File: src/rtl/hfr_mul.sv
module hfr_mul (
    input  logic        clk,
    input  logic [31:0] a,
    input  logic [31:0] b,
    output logic [63:0] p
);

    logic [63:0] p_reg;

    always_ff @(posedge clk)
    begin
        p_reg <= {32'd0, a} * {32'd0, b};
    end

    assign p = p_reg;

endmodule

File: config.mk
export PLATFORM = sky130hd
export DESIGN_NAME = hfr_mul
export DESIGN_NICKNAME = d
export VERILOG_FILES = /design/src/rtl/hfr_mul.sv
export SDC_FILE = /design/constraint.sdc
export NUM_CORES = 2
export LEC_CHECK = 0
export ABC_AREA = 1
export BUFFER_PORTS_ARGS = -buffer_cell sky130_fd_sc_hd__buf_2
export CAP_MARGIN = 30
export CORE_MARGIN = 1.5
export CORE_UTILIZATION = 35
export DETAILED_ROUTE_END_ITERATION = 8
export GPL_TIMING_DRIVEN = 0
export PLACE_DENSITY = 0.58
export SLEW_MARGIN = 30
export SYNTH_ARGS = -nofsm -noshare
export SYNTH_HDL_FRONTEND = slang
export SYNTH_SLANG_ARGS = --single-unit
File: constraint.sdc
create_clock -name clk -period 9.2 [get_ports clk]
set_clock_uncertainty 0.05 [all_clocks]
set_input_delay 1.84 -clock clk [delete_from_list [all_inputs] [get_ports clk]]
set_output_delay 1.84 -clock clk [all_outputs]
set_load 0.01 [all_outputs]
**After elaboration in Yosys (flattened, before gate mapping)**

Index checks and enable logic that the tools add are counted.

- Add/subtract/negate cells: 0
- $mul: 1
- Divide/modulo/power cells: 0
- Magnitude comparators: 0
- Equality and inequality tests: 0
- Shifts and indexed selects: 0
- Mux-type cells: 0
- Bitwise logic cells: 0
- Reduce and logical (&&, ||, !) cells: 0

Operator list:

| operator | number |
|---|---|
| $mul 32x32->64 | 1 |

- Flip-flop bits (word level): 64
- Latch bits: 0
- RAM bits: 0
- Memory bits (read-only): 0
- Input bits: 65
- Output and inout port bits: 64
- Logic and storage cells: 2
- Memories: 0

**Logic depth before layout (Yosys ltp)**

- Word-level depth: 1
- Gate-level depth with buffers: 30
- Depth with buffers taken out: 29

**Worst setup path after synthesis**

OpenSTA, ideal clock, no wires.

- Path type: input -> register
- From: in a[25]
- To: reg p_reg[60], in the netlist p[60]
- Library setup time: 0.112 ns
- Data arrival time: 7.542 ns
- Required time: 9.038 ns
- Slack: 1.496 ns
- Cell stages on the path: 26
- Buffers on the path: 1
- Cell sequence: clkbuf_1 > nand2_1 > fa_1 > inv_1 > fa_1 > inv_1 > fa_1 > inv_1 > fa_1 > fa_1 > fa_1 > fa_1 > inv_1 > fa_1 > inv_1 > ha_1 > nand2_1 > nand2_1 > a21oi_1 > nand2_1 > nand2_1 > nand2_1 > a21oi_1 > nand2_1 > nand2_1 > nand2_1

- Longest elaborated chain between the ends: 1

Ends and longest elaborated chain:

| what | RTL line | RTL |
|---|---|---|
| from (decl) | 3 | `input logic [31:0] a,` |
| $mul 32x32->64 | 12 | `p_reg <= {32'd0, a} * {32'd0, b};` |
| to (signal assigned) | 12 |  |
| to (decl) | 8 | `logic [63:0] p_reg;` |

No other way between the ends.

**Final worst setup path**

- From: in b[7]
- To: reg p_reg[25], in the netlist p[25]

- Longest elaborated chain between the ends: 1

Ends and longest elaborated chain:

| what | RTL line | RTL |
|---|---|---|
| from (decl) | 4 | `input logic [31:0] b,` |
| $mul 32x32->64 | 12 |  |

No other way between the ends.

==> impl_metrics.csv <==
group,metric,value,unit
cts,clk_pin_slew,0.07,ns
grt,grt_pass1_vias,31622,
synth,yosysUniqueCellTypes,23,
outcome,status,"finished clean",
critical_path,arrival,9.18,ns
critical_path,crit_path_end_kind,"register",
finish,final-seq-area,1280,sq um
finish,nets,6391,
timing,relSlewSlack,25.2,%
critical_path,crit_path_start_kind,"input pin",
routing,via_per_inst,4.80,
critical_path,path_buf_inv,7,
min_path,min_path_type,"input pin to register",
synth,ys_ff_latch,64,
finish,area_delta_synth_final,7.57,%
cts,clock_sinks,64,
cts,cts_buffers,9,
grt,grt-ovfl-total,0,
routing,firstDrtPassIters,6,
cts,cts_htree_levels,3,
grt,grt_pass1_wl,204000,microns
finish,num-fill-cells,11141,
critical_path,max_stage_delay,0.77,ns
die,dieArea,109000,sq um
critical_path,worstPathCellList,"buf_2 > clkbuf_1 > nand2_1 > inv_1 > fa_1 > fa_1 > fa_1 > inv_1 > fa_1 > inv_1 > fa_1 > inv_1 > fa_1 > inv_1 > fa_1 > fa_1 > ha_1 > nand2_1 > nor2_1 > nand2_1 > nor2_1 > nand2_1 > nand3_2 > xor2_1",
routing,dr.first_iter.drc_count,2987,
routing,routed_wl,139000,microns
synth,ys.warnings.count,0,
critical_path,path_class,"input pin to register",
critical_path,crit_slowest_cell,"clkbuf_1",
timing,period_share,98.4,%
critical_path,worstPathRequired,9.33,ns
critical_path,critPathMostFrequentCell,"fa_1",
timing,finalCriticalPeriod,9.05,ns
routing,via_count,31501,
flow_run,drv_cap,0,
timing,tightest_slew,1.12,ns
routing,ant_nets,0,
grt,antenna_found_initial,7,
die,rows,119,
critical_path,crit_fanout,10,
cts,clockRootBuffer,"clkbuf_16",
timing,fmaxAchievable,0.110,GHz
timing,slew_violations,0,
critical_path,crit_family,"adder cells",
synth,netlist_instances,5023,
placement,io_buffers,128,
synth,yosysSeqAreaShare,3.43,%
grt,grt_max_degree,14,
placement,dp_hpwl,123000,microns
placement,place.gp.congestion,1.02,
cts,cts_buffer_depth,2,
cts,cts_tree,"built",
timing,hold_viol_final,0,
grt,grt_util_all_layers,25.9,%
routing,drc,0,
die,coreArea,106000,sq um
synth,netlist_area,37400,sq um
finish,multi_input_area,28900,sq um
synth,syn_nets,6247,
timing,tns,0,ns
timing,setup_viol,0,
finish,largest_reg_flops,64,
finish,drive_gt1_share,4.62,%
die,die_w,330,microns
die,initial_core_util,35.4,%
timing,rsz0062_at_grt,"no",
synth,synth_area_per_cell,7.45,sq um
die,die_height,330,microns
die,num_io_pins,129,
routing,wl_per_cell,21.2,microns
==> per-stage QoR <==
stage	instance area (sq um)	setup slack [ns]	hold slack, ns	utilization, %	cells
floorplan	37400	1.50	1.89	-	5023
global placement	39800	-0.126	2.15	37.7	6542
detailed placement	39800	-0.0460	2.15	37.7	6544
global route	40200	0.00715	1.78	38.1	6564
CTS	40200	0.300	1.77	38.1	6560
finish	40200	0.150	1.80	38.1	6565
==> synth_stat cells <==
master    count  area [sq um]
fa_1        896         17900
dfxtp_1      64          1280
nor3_2        6          60.1
o21ai_0       2          10.0
nor2_4        6          67.6
xnor2_1       2          17.5
nand2_1    1566          5880
nand4_1      16           100
nor2_2       14          87.6
nor3_4        1          16.3
o21bai_2      1          11.3
xor2_1       33           289
inv_1      1723          6470
o21bai_1     11          82.6
nand3_1      56           280
inv_2        12          45.0
a21oi_1      43           215
nand3_2       9          90.1
ha_1        263          3290
nor2_1       81           304
clkbuf_1    192           721
nor3_1       11          55.1
nand2_2      15          93.8
==> cell families (layout without fill, tap and decap cells) <==
kind of cell               Yosys count  count (layout)  share of synthesized area [%]
xor gates and xnor gates            35              35                          0.820
buffers and inverters             1927            2076                           19.3
other                                0               2                              0
and+or+nand+nor                   1781            1781                           18.8
AOI/OAI and AO/OA                   57              57                          0.853
DFF                                 64              64                           3.43
adders and majority gates         1159            1159                           56.8
==> cell usage in the layout, fill, tap and decap left out, types with 6 or more instances in the layout <==
cell type  Yosys  routed
nor3_2         6       6
clkbuf_1     192     165
fa_1         896     896
nor2_2        14      14
nor2_1        81      81
nor2_4         6       6
clkbuf_2       0      26
ha_1         263     263
nand3_2        9       9
inv_2         12      12
inv_1       1723    1723
o21bai_1      11      11
xor2_1        33      33
nor3_1        11      11
dfxtp_1       64      64
a21oi_1       43      43
nand4_1       16      16
nand2_1     1566    1566
nand3_1       56      56
buf_2          0     128
clkbuf_16      0       9
nand2_2       15      15
==> metal layers <==
metal / share of wire [%] / global-route usage (%)
met1: 40 / 35.2
met2: 45 / 41.2
met3: 11 / 4.92
met4: 4.4 / 9.44
met5: 0 / 0
==> repair_timing <==
item / in CTS / in global routing
gates resized for setup: 0 / 2
endpoints found under the setup margin: 0 / 1
buffers inserted: 0 / 0
hold buffers: 0 / 0
==> final cells by class <==
cell class / instances / share of cell area (%)
clock inverters: 7 / 0.311
repair buffers: 133 / 1.73
well taps: 1391 / 4.33
plain buffers: 192 / 1.89
multi-input cells: 3032 / 71.8
flip-flops and latches: 64 / 3.18
clock buffers: 9 / 0.560
inverters: 1735 / 16.2
diodes: 2 / 0.0124
==> path summary, 6_finish.rpt <==
| path | startpoint | end | slack (ns) | depth (start not counted) |
|---|---|---|---|---|
| setup / recovery | b[7] | p[25] | 0.15 | 24 |
| hold / removal | b[0] | p[0] | 1.80 | 3 |
Power is left out: the tool's default activity adds up to more than one toggle a clock period on the data nets, which glitch-free logic cannot reach.
